$ cat config.mk
export PLATFORM = sky130hd
export DESIGN_NAME = sparse_extent_scanner
export DESIGN_NICKNAME = d
export VERILOG_FILES = /design/src/design/ses_pkg.sv /design/src/design/ses_front.sv /design/src/design/ses_queue.sv /design/src/design/ses_back.sv /design/src/design/sparse_extent_scanner.sv
export SDC_FILE = /design/constraint.sdc
export NUM_CORES = 1
export LEC_CHECK = 0
export BUFFER_PORTS_ARGS = -buffer_cell sky130_fd_sc_hd__buf_4
export CAP_MARGIN = 15
export CORE_ASPECT_RATIO = 0.9
export CORE_MARGIN = 4
export CORE_UTILIZATION = 45
export DETAILED_ROUTE_END_ITERATION = 10
export PLACE_DENSITY = 0.66
export SETUP_SLACK_MARGIN = 0.2
export SLEW_MARGIN = 15
export SYNTH_ARGS = -nofsm -noshare
export SYNTH_HDL_FRONTEND = slang
export SYNTH_SLANG_ARGS = --single-unit
$ cat constraint.sdc
create_clock -name clk -period 27.3 [get_ports clk]
set_clock_uncertainty 0.1 [all_clocks]
set_input_delay 1.365 -clock clk [delete_from_list [all_inputs] [get_ports clk]]
set_output_delay 1.365 -clock clk [all_outputs]
set_load 0.02 [all_outputs]
$ cat src/design/ses_pkg.sv
// Shared types and constants of the sparse extent scanner.
package ses_pkg;

  localparam int BLOCK_BYTES_DEF = 512;
  localparam int LANE_BYTES_DEF  = 8;
  localparam int OFFSET_BITS_DEF = 48;

  localparam int DATA_W    = 64;
  localparam int NB_W      = 4;
  localparam int LANES     = DATA_W / 8;
  // Holds any block byte count up to the largest allowed block plus one word.
  localparam int CNT_W     = 13;
  localparam int OUT_W     = 48;
  localparam int EVQ_DEPTH = 4;
  localparam int EVQ_PTR_W = 2;

  // One finished block, as handed from the front to the back.
  typedef struct packed {
    logic [CNT_W-1:0] cnt;
    logic             has_data;
    logic             file_end;
    logic             sat;
  } event_t;

  // One extent as delivered on the output stream.
  typedef struct packed {
    logic [OUT_W-1:0] eff_size;
    logic [OUT_W-1:0] file_size;
    logic [OUT_W-1:0] nbytes;
    logic [OUT_W-1:0] offset;
    logic             last;
    logic             ovf;
  } result_t;

endpackage

$ cat src/design/ses_front.sv
// Front end: gathers words into blocks, zero-tests them and posts block events.
module ses_front #(
  parameter int BLOCK_BYTES = ses_pkg::BLOCK_BYTES_DEF,
  parameter int LANE_BYTES  = ses_pkg::LANE_BYTES_DEF
) (
  input  logic                      clk,
  input  logic                      rst,
  input  logic                      in_valid,
  output logic                      in_ready,
  input  logic [ses_pkg::DATA_W-1:0] data_word,
  input  logic [ses_pkg::NB_W-1:0]   valid_bytes,
  input  logic                      block_end,
  input  logic                      file_end,
  output logic                      ev_valid,
  input  logic                      ev_ready,
  output ses_pkg::event_t           ev
);

  logic [ses_pkg::CNT_W-1:0] block_count;
  logic                      block_has_data;
  logic                      sat_sticky;

  logic [ses_pkg::NB_W-1:0]  nb;
  logic [ses_pkg::LANES-1:0] byte_nz;
  logic                      word_nz;
  logic [ses_pkg::CNT_W-1:0] sum;
  logic [ses_pkg::CNT_W-1:0] cnt_next;
  logic                      sat_now;
  logic                      ends_block;
  logic                      accept;

  always_comb begin
    nb = (valid_bytes > ses_pkg::NB_W'(LANE_BYTES)) ? ses_pkg::NB_W'(LANE_BYTES) : valid_bytes;
    for (int i = 0; i < ses_pkg::LANES; i++) begin
      byte_nz[i] = (ses_pkg::NB_W'(i) < nb) && (|data_word[8*i +: 8]);
    end
    word_nz = |byte_nz;
    sum = block_count + ses_pkg::CNT_W'(nb);
    sat_now = sum > ses_pkg::CNT_W'(BLOCK_BYTES);
    cnt_next = sat_now ? ses_pkg::CNT_W'(BLOCK_BYTES) : sum;
  end

  assign ends_block = block_end || file_end;
  assign in_ready   = ev_ready;
  assign accept     = in_valid && in_ready;

  assign ev_valid    = accept && ends_block;
  assign ev.cnt      = cnt_next;
  assign ev.has_data = block_has_data || word_nz;
  assign ev.file_end = file_end;
  assign ev.sat      = sat_sticky || sat_now;

  always_ff @(posedge clk) begin
    if (rst) begin
      block_count    <= '0;
      block_has_data <= 1'b0;
      sat_sticky     <= 1'b0;
    end else if (accept) begin
      if (ends_block) begin
        block_count    <= '0;
        block_has_data <= 1'b0;
        // The overflow flag lives until the file's last extent has been posted.
        sat_sticky     <= file_end ? 1'b0 : (sat_sticky || sat_now);
      end else begin
        block_count    <= cnt_next;
        block_has_data <= block_has_data || word_nz;
        sat_sticky     <= sat_sticky || sat_now;
      end
    end
  end

endmodule

$ cat src/design/ses_queue.sv
// Short queue of block events between the front and the back.
module ses_queue (
  input  logic            clk,
  input  logic            rst,
  input  logic            wr_valid,
  output logic            wr_ready,
  input  ses_pkg::event_t wr_data,
  output logic            rd_valid,
  input  logic            rd_ready,
  output ses_pkg::event_t rd_data
);

  ses_pkg::event_t              mem [ses_pkg::EVQ_DEPTH];
  logic [ses_pkg::EVQ_PTR_W-1:0] wr_ptr;
  logic [ses_pkg::EVQ_PTR_W-1:0] rd_ptr;
  logic [ses_pkg::EVQ_PTR_W:0]   count;
  logic                          push;
  logic                          pop;

  assign wr_ready = count != (ses_pkg::EVQ_PTR_W + 1)'(ses_pkg::EVQ_DEPTH);
  assign rd_valid = count != '0;
  assign rd_data  = mem[rd_ptr];
  assign push     = wr_valid && wr_ready;
  assign pop      = rd_valid && rd_ready;

  always_ff @(posedge clk) begin
    if (push) begin
      mem[wr_ptr] <= wr_data;
    end
  end

  always_ff @(posedge clk) begin
    if (rst) begin
      wr_ptr <= '0;
      rd_ptr <= '0;
      count  <= '0;
    end else begin
      if (push) begin
        wr_ptr <= wr_ptr + 1'b1;
      end
      if (pop) begin
        rd_ptr <= rd_ptr + 1'b1;
      end
      case ({push, pop})
        2'b10:   count <= count + 1'b1;
        2'b01:   count <= count - 1'b1;
        default: count <= count;
      endcase
    end
  end

endmodule

$ cat src/design/ses_back.sv
// Back end: keeps the run and size counters and emits extents.
module ses_back #(
  parameter int OFFSET_BITS = ses_pkg::OFFSET_BITS_DEF
) (
  input  logic            clk,
  input  logic            rst,
  input  logic            ev_valid,
  output logic            ev_ready,
  input  ses_pkg::event_t ev,
  output logic            out_valid,
  input  logic            out_ready,
  output ses_pkg::result_t out_data
);

  localparam int OB = OFFSET_BITS;

  logic [OB-1:0] file_offset;
  logic [OB-1:0] data_total;
  logic [OB-1:0] run_start;
  logic [OB-1:0] run_length;
  logic          saturated;

  ses_pkg::result_t pend_data;
  logic             pend_valid;

  logic [OB-1:0] cnt_ext;
  logic [OB:0]   fo_add;
  logic [OB:0]   dt_add;
  logic [OB:0]   rl_add;
  logic [OB-1:0] fo_next;
  logic [OB-1:0] dt_next;
  logic [OB-1:0] rs_next;
  logic [OB-1:0] rl_next;
  logic [OB-1:0] rs_final;
  logic          sat_in;
  logic          sat_next;
  logic          nonempty;
  logic          emit_a;
  logic          emit_b;
  logic          pop;
  ses_pkg::result_t res_a;
  ses_pkg::result_t res_b;

  // Saturating add; the top bit of the result flags saturation.
  function automatic logic [OB:0] sat_add(input logic [OB-1:0] a, input logic [OB-1:0] b);
    logic [OB:0] s;
    s = {1'b0, a} + {1'b0, b};
    if (s[OB]) begin
      s = {1'b1, {OB{1'b1}}};
    end
    return s;
  endfunction

  always_comb begin
    cnt_ext  = OB'(ev.cnt);
    nonempty = ev.cnt != '0;
    sat_in   = saturated || ev.sat;
    fo_add   = sat_add(file_offset, cnt_ext);
    dt_add   = sat_add(data_total, cnt_ext);
    rl_add   = sat_add(run_length, cnt_ext);

    fo_next  = file_offset;
    dt_next  = data_total;
    rs_next  = run_start;
    rl_next  = run_length;
    sat_next = sat_in;
    emit_a   = 1'b0;

    if (nonempty) begin
      fo_next  = fo_add[OB-1:0];
      sat_next = sat_in || fo_add[OB];
      if (!ev.has_data) begin
        // A zero block closes the open run.
        if (run_length != '0) begin
          emit_a = 1'b1;
        end
        rl_next = '0;
      end else begin
        dt_next  = dt_add[OB-1:0];
        rs_next  = (run_length == '0) ? file_offset : run_start;
        rl_next  = rl_add[OB-1:0];
        sat_next = sat_in || fo_add[OB] || dt_add[OB] || rl_add[OB];
      end
    end

    emit_b   = ev.file_end;
    rs_final = (rl_next == '0) ? fo_next : rs_next;

    res_a.offset    = ses_pkg::OUT_W'(run_start);
    res_a.nbytes    = ses_pkg::OUT_W'(run_length);
    res_a.file_size = '0;
    res_a.eff_size  = '0;
    res_a.last      = 1'b0;
    res_a.ovf       = sat_in;

    res_b.offset    = ses_pkg::OUT_W'(rs_final);
    res_b.nbytes    = ses_pkg::OUT_W'(rl_next);
    res_b.file_size = ses_pkg::OUT_W'(fo_next);
    res_b.eff_size  = ses_pkg::OUT_W'(dt_next);
    res_b.last      = 1'b1;
    res_b.ovf       = sat_next;
  end

  assign ev_ready = (!out_valid || out_ready) && !pend_valid;
  assign pop      = ev_valid && ev_ready;

  always_ff @(posedge clk) begin
    if (rst) begin
      file_offset <= '0;
      data_total  <= '0;
      run_start   <= '0;
      run_length  <= '0;
      saturated   <= 1'b0;
    end else if (pop) begin
      if (ev.file_end) begin
        file_offset <= '0;
        data_total  <= '0;
        run_start   <= '0;
        run_length  <= '0;
        saturated   <= 1'b0;
      end else begin
        file_offset <= fo_next;
        data_total  <= dt_next;
        run_start   <= rs_next;
        run_length  <= rl_next;
        saturated   <= sat_next;
      end
    end
  end

  // Output register plus one holding slot for the second extent of a block.
  always_ff @(posedge clk) begin
    if (rst) begin
      out_valid  <= 1'b0;
      pend_valid <= 1'b0;
    end else if (pop) begin
      if (emit_a && emit_b) begin
        out_data   <= res_a;
        out_valid  <= 1'b1;
        pend_data  <= res_b;
        pend_valid <= 1'b1;
      end else if (emit_a) begin
        out_data  <= res_a;
        out_valid <= 1'b1;
      end else if (emit_b) begin
        out_data  <= res_b;
        out_valid <= 1'b1;
      end else if (out_ready) begin
        out_valid <= 1'b0;
      end
    end else if (pend_valid && (out_ready || !out_valid)) begin
      out_data   <= pend_data;
      out_valid  <= 1'b1;
      pend_valid <= 1'b0;
    end else if (out_ready) begin
      out_valid <= 1'b0;
    end
  end

endmodule

$ cat src/design/sparse_extent_scanner.sv
// Top level of the sparse extent scanner.
//
// The scanner takes one input word per clock cycle while its output keeps up.
// The front gathers words into blocks and zero-tests each one in the cycle it
// arrives; every block end posts an event into a four-entry queue. The back
// handles one block event per cycle while the output is not held off and no
// second extent waits, and writes its extent into an output register, so an
// extent passes through the queue and then the output register after the
// transfer of the word that ends its block. A zero block that closes a run at
// end of file gives two extents, which leave the output one after the other
// while the back waits. The queue absorbs an occasional such file; the input
// stalls on a full queue: the output is held off or such files follow closely.
module sparse_extent_scanner #(
  parameter int BLOCK_BYTES = ses_pkg::BLOCK_BYTES_DEF,
  parameter int LANE_BYTES  = ses_pkg::LANE_BYTES_DEF,
  parameter int OFFSET_BITS = ses_pkg::OFFSET_BITS_DEF
) (
  input  logic         clk,
  input  logic         rst,
  input  logic         s_tvalid,
  output logic         s_tready,
  // data_word [63:0], valid_bytes [67:64], zero [71:68]
  input  logic [71:0]  s_tdata,
  // block_end [0]
  input  logic         s_tuser,
  input  logic         s_tlast,
  output logic         m_tvalid,
  input  logic         m_tready,
  // extent_offset [47:0], extent_bytes [95:48], file_size [143:96],
  // data_size [191:144]
  output logic [191:0] m_tdata,
  // overflow [0]
  output logic         m_tuser,
  output logic         m_tlast
);

  logic             fq_valid;
  logic             fq_ready;
  ses_pkg::event_t  fq_data;
  logic             qb_valid;
  logic             qb_ready;
  ses_pkg::event_t  qb_data;
  ses_pkg::result_t result;

  ses_front #(
    .BLOCK_BYTES (BLOCK_BYTES),
    .LANE_BYTES  (LANE_BYTES)
  ) u_front (
    .clk         (clk),
    .rst         (rst),
    .in_valid    (s_tvalid),
    .in_ready    (s_tready),
    .data_word   (s_tdata[63:0]),
    .valid_bytes (s_tdata[67:64]),
    .block_end   (s_tuser),
    .file_end    (s_tlast),
    .ev_valid    (fq_valid),
    .ev_ready    (fq_ready),
    .ev          (fq_data)
  );

  ses_queue u_queue (
    .clk      (clk),
    .rst      (rst),
    .wr_valid (fq_valid),
    .wr_ready (fq_ready),
    .wr_data  (fq_data),
    .rd_valid (qb_valid),
    .rd_ready (qb_ready),
    .rd_data  (qb_data)
  );

  ses_back #(
    .OFFSET_BITS (OFFSET_BITS)
  ) u_back (
    .clk       (clk),
    .rst       (rst),
    .ev_valid  (qb_valid),
    .ev_ready  (qb_ready),
    .ev        (qb_data),
    .out_valid (m_tvalid),
    .out_ready (m_tready),
    .out_data  (result)
  );

  assign m_tdata = {result.eff_size, result.file_size, result.nbytes, result.offset};
  assign m_tuser = result.ovf;
  assign m_tlast = result.last;

endmodule
After elaboration in Yosys (flattened, before gate mapping)
Memory sizes are Yosys's and may differ from the RTL's. A register that Yosys moved wholly into a read port is not among the register bits. Cells that the tools add are included.

Register bits: 604. Memory bits (writable): 64. Input port bits: 78. Memories: 1.

Memory list: u_queue.mem (depth 4, bits a word 16, rd ports 1, clocked after memory_dff 1, wr ports 1, RTL line ses_queue.sv:13) `ses_pkg::event_t mem [ses_pkg::EVQ_DEPTH];`.

Add/subtract/negate cells: 8. $lt $le $gt $ge: 10. Equality and inequality tests: 5. Muxes and demuxes: 47. Bitwise operators: 1. Reductions and logical operators: 44.

Operators by type and width (number): $mux 194 (5); $mux 48 (13); $add 48x13->49 (3); $mux 49 (3); $logic_not 48->1 (2); $reduce_or 8->1 (9); $reduce_bool 48->1 (1); $mux 13 (2); $mux 1 (20); $lt 3x4->1 const A (4); $logic_and 1x1->1 (15); $add 13x4->13 (1); $gt 13x10->1 const B (1); $reduce_bool 13->1 (1); $logic_or 1x1->1 (8); $lt 1x4->1 const A (2); $lt 2x4->1 const A (2); $pmux 3 s2 (1); $reduce_and 3->1 (2); $add 2x1->2 const B (2); $gt 4x4->1 const B (1); $mux 2 (2); $mux 4 (1); $ne 4x2->1 const B (1); other kinds (11) (13).

Depth between registers and ports, before layout
Word-level depth: 11. Depth in mapped cells: 19. Depth with buffers taken out: 15.

By module
From an unflattened synthesis, not the netlist that was laid out.

Cells, all modules: 3007. Area, all modules: 32418.6 sq um.

By module, submodules not included: ses_back (instances 1, cells an instance 2704, area an instance 28254.6 sq um); ses_queue (instances 1, cells an instance 136, area an instance 2822.7 sq um); ses_front (instances 1, cells an instance 167, area an instance 1341.3 sq um).

Worst setup path after synthesis
Ideal clock, no wire load.

Kind: register to register. Start point: register with a tool-made name. End point: register u_back.out_data[0] (netlist name), enable pin. Setup time: 1.034 ns. Arrival: 16.789 ns. Required time: 26.166 ns. Slack: 9.377 ns. Stages on the path, launching flop included: 11. Buffers on the path: 4. Cells stage by stage: dfxtp_1 > buf_2 > buf_4 > mux2_1 > o21ai_1 > clkbuf_1 > nand2_1 > nor2_1 > clkbuf_1 > o21ai_0 > a211oi_1.

RTL lines: end signal: assignment (RTL line ses_back.sv:138) `out_data <= res_a;`; end signal: assignment (RTL line ses_back.sv:143) `out_data <= res_a;`; end signal: assignment (RTL line ses_back.sv:146) `out_data <= res_b;`; end: declaration (RTL line ses_back.sv:12) `output ses_pkg::result_t out_data`.

==> impl_metrics.xml <==
<?xml version="1.0" encoding="UTF-8"?>
<metrics>
  <group name="global_routing">
    <metric name="antenna_found_initial" unit="">0</metric>
    <metric name="grt_util_all_layers" unit="">0.229</metric>
    <metric name="grt_first_pass_wirelength" unit="µm">137000</metric>
    <metric name="grt_overflow_total" unit="">0</metric>
    <metric name="maximum_number_of_pins_on_one_net_before_global_route_repair" unit="">164</metric>
    <metric name="grt_pass1_vias" unit="">23848</metric>
  </group>
  <group name="yosys">
    <metric name="post_synth_inst_count" unit="">2892</metric>
    <metric name="post_synth_num_cell_types" unit="">80</metric>
    <metric name="number_of_flops_mapped_to_enable_cells_by_yosys" unit="">451</metric>
    <metric name="yosys_register_bits" unit="">670</metric>
    <metric name="synth_area_per_cell" unit="µm²">11.0</metric>
    <metric name="synthArstFlopShare" unit="">0</metric>
    <metric name="synthesis.area" unit="mm²">0.0318</metric>
    <metric name="synth_top_flop_cell" unit="">edfxtp_1</metric>
    <metric name="yosysSeqAreaShare" unit="">0.565</metric>
    <metric name="yosys_warnings" unit="">0</metric>
  </group>
  <group name="clocking">
    <metric name="cts_tree" unit="">yes</metric>
    <metric name="cts-root-buf" unit="">clkbuf_16</metric>
    <metric name="cts_buffers" unit="">72</metric>
    <metric name="hold_buffers" unit="">0</metric>
    <metric name="clk_latency" unit="ns">0.62</metric>
    <metric name="cts.sink_count" unit="">670</metric>
    <metric name="clockBufferDepth" unit="">3</metric>
    <metric name="clk_pin_slew" unit="ns">0.06</metric>
    <metric name="post_cts.repair.setup_buffers" unit="">0</metric>
    <metric name="cts.htree.levels" unit="">3</metric>
    <metric name="cts.repair.resized" unit="">0</metric>
  </group>
  <group name="floorplanning">
    <metric name="core_region_area" unit="mm²">0.0700</metric>
    <metric name="initial_utilization" unit="">0.454</metric>
    <metric name="std_cell_rows" unit="">92</metric>
    <metric name="chipWidth" unit="µm">288</metric>
    <metric name="dieArea" unit="mm²">0.0749</metric>
    <metric name="die-height" unit="µm">260</metric>
    <metric name="num_io_pins" unit="">274</metric>
  </group>
  <group name="critical_path">
    <metric name="timing.critical_path.fanout_max" unit="">48</metric>
    <metric name="worst-endpoint-required" unit="ns">27.55</metric>
    <metric name="worstPathArrival" unit="ns">7.46</metric>
    <metric name="worst-setup-path-type" unit="">reg2reg</metric>
    <metric name="endpoint_kind" unit="">flop</metric>
    <metric name="cp-start-kind" unit="">flop</metric>
  </group>
  <group name="layout">
    <metric name="areaGrowthSynthToFinish" unit="%">16.4</metric>
    <metric name="drive_above_1_share" unit="">0.170</metric>
    <metric name="layout.cells.most_common" unit="">edfxtp_1</metric>
    <metric name="n_antenna_cell" unit="">0</metric>
    <metric name="n_fill_cell" unit="">6162</metric>
    <metric name="nNetsFinal" unit="">3214</metric>
    <metric name="layout.cells.most_common_list" unit="">451 x edfxtp_1, 303 x buf_4, 272 x nor2_1</metric>
  </group>
  <group name="timing">
    <metric name="setup_repair_after_global_routing_missed_its_margin" unit="">no</metric>
    <metric name="totalNegativeSetupSlack" unit="ns">0</metric>
    <metric name="max_slew_margin" unit="">0.213</metric>
    <metric name="tightest_slew" unit="ns">1.17</metric>
    <metric name="timing.final.hold_violations" unit="">0</metric>
    <metric name="finalSetupViolations" unit="">0</metric>
    <metric name="min_period_over_period" unit="">0.264</metric>
    <metric name="final-max-slew-violation-count" unit="">0</metric>
    <metric name="fmax" unit="GHz">0.139</metric>
    <metric name="layout_min_cycle_time" unit="ns">7.21</metric>
  </group>
  <group name="detailed_routing">
    <metric name="post_drt_via_cell_ratio" unit="">6.03</metric>
    <metric name="vias" unit="">24619</metric>
    <metric name="detail_route.iter0.violations" unit="">2595</metric>
    <metric name="final_antenna_net_count" unit="">0</metric>
    <metric name="detailedRoute.firstPassIterationCount" unit="">6</metric>
    <metric name="drc" unit="">0</metric>
    <metric name="drt_wl_total" unit="µm">87800</metric>
    <metric name="detail_route.wl_per_cell" unit="µm">21.5</metric>
  </group>
  <group name="placed_design">
    <metric name="finalWeightedCongestion" unit="">0.911</metric>
    <metric name="place.port_buffers" unit="">269</metric>
    <metric name="hpwlAfterDp" unit="µm">55800</metric>
  </group>
  <group name="outcome">
    <metric name="status" unit="">finished clean</metric>
  </group>
  <group name="power">
    <metric name="p_leak" unit="nW">13.8</metric>
    <metric name="irDropWorstVdd" unit="µV">133</metric>
    <metric name="power_per_cell_area" unit="mW/mm²">108</metric>
    <metric name="p_total" unit="mW">3.98</metric>
  </group>
  <group name="worst_hold_path">
    <metric name="min-delay-path-class" unit="">reg2reg</metric>
  </group>
  <group name="flow_run">
    <metric name="timing.max_cap.violations" unit="">0</metric>
  </group>
</metrics>
sequential cells by signal, summed over array words and instances (netlist names), named ones only:
name and count:
u_back.out_data 194, u_front.sat_sticky 1, u_front.block_has_data 1, u_back.data_total 48
u_back.run_length 48, u_back.out_valid 1, u_front.block_count 13, u_back.file_offset 48
u_queue.wr_ptr 2, u_queue.count 3, u_queue.rd_ptr 2, u_back.run_start 48
u_queue.mem 64, u_back.pend_valid 1, u_back.pend_data 193, u_back.saturated 1
critical path, stage by stage, from the launching register on:
cell       delay, ns
dfxtp_1         0.32
buf_4           0.33
mux4_2          0.71
ha_1            0.30
fa_1            0.45
a211oi_1        0.39
o211ai_1        0.24
and4_1          0.30
o21a_1          0.37
buf_4           0.30
o31ai_1         0.27
a21oi_1         0.17
a2111oi_0       0.71
nand3_1         0.31
or3_2           0.47
buf_4           0.37
mux2_2          0.42
a221o_1         0.34
through the flow:
step / instance area, µm² / cells / util / hold WS, ns / setup slack, ns
2_1_floorplan: 31800 / 2903 / - / 0.343 / 9.38
3_3_place_gp: 34600 / 3949 / 0.494 / 0.361 / 20.24
3_5_place_dp: 34600 / 3949 / 0.494 / 0.357 / 20.20
4_1_cts: 36900 / 4083 / 0.528 / 0.384 / 20.15
5_1_grt: 37000 / 4083 / 0.528 / 0.417 / 19.69
6_report: 37000 / 4083 / 0.528 / 0.384 / 20.09
cell usage after synthesis (43+ instances only):
| master | instances | area, µm² |
|---|---|---|
| a21oi_1 | 147 | 736 |
| a221o_1 | 46 | 460 |
| a22o_1 | 106 | 928 |
| a22oi_1 | 148 | 1110 |
| and3_1 | 94 | 588 |
| clkbuf_1 | 172 | 646 |
| dfxtp_1 | 219 | 4380 |
| edfxtp_1 | 451 | 13500 |
| ha_1 | 48 | 601 |
| inv_1 | 73 | 274 |
| mux2_2 | 57 | 642 |
| nand2_1 | 231 | 867 |
| nand3_1 | 59 | 295 |
| nor2_1 | 279 | 1050 |
| nor4_1 | 47 | 294 |
| o21ai_0 | 163 | 816 |
| xor2_1 | 43 | 377 |
worst paths after layout:
| path | startpoint | to | slack, ns | cells after the start |
|---|---|---|---|---|
| worst min register to register | u_back.data_total[12]$_SDFFE_PP0P_ | u_back.data_total[12]$_SDFFE_PP0P_ | 0.38 | 2 |
| worst min-delay path | u_back.data_total[12]$_SDFFE_PP0P_ | u_back.data_total[12]$_SDFFE_PP0P_ | 0.38 | 2 |
| worst max-delay path | flop | u_back.out_data[33]$_DFFE_PP_ | 20.09 | 17 |
| worst max register to register | flop | u_back.out_data[33]$_DFFE_PP_ | 20.09 | 17 |
final cells by class:
type	count	area [µm²]	area share
Clock buffer	104	2090	0.0567
Multi-Input combinational cell	1959	12900	0.349
Sequential cell	670	17900	0.485
Tap cell	940	1180	0.0318
Clock inverter	30	250	0.00677
Inverter	73	274	0.00742
Timing Repair Buffer	307	2330	0.0630
kinds of logic (layout without fill, tap and decap cells):
family / Yosys count / after routing / synth area share
DFF: 670 / 670 / 0.565
buffers and inverters: 274 / 514 / 0.0337
other: 1 / 12 / 0.000118
muxes: 120 / 120 / 0.0474
and+or+nand+nor: 875 / 875 / 0.131
xor gates and xnor gates: 85 / 85 / 0.0234
AOI/OAI and AO/OA: 813 / 813 / 0.178
adders and majority gates: 54 / 54 / 0.0224
per-layer routing:
metal	vias to the layer above	share of wire	GRT usage
met3	135	0.076	0.0409
li1	11356	-	-
met2	1012	0.46	0.366
met4	0	0.021	0.0564
met1	12116	0.44	0.324
met5	-	0	0
where the power goes:
group          leakage, nW  total (mW)  switching, mW  internal (mW)
clock network         1.15       0.966          0.409          0.557
logic                 6.96        1.65           1.12          0.530
registers             5.69        1.36         0.0573           1.30
total                 13.8        3.98           1.59           2.39
(Power assumes the default switching activity.)
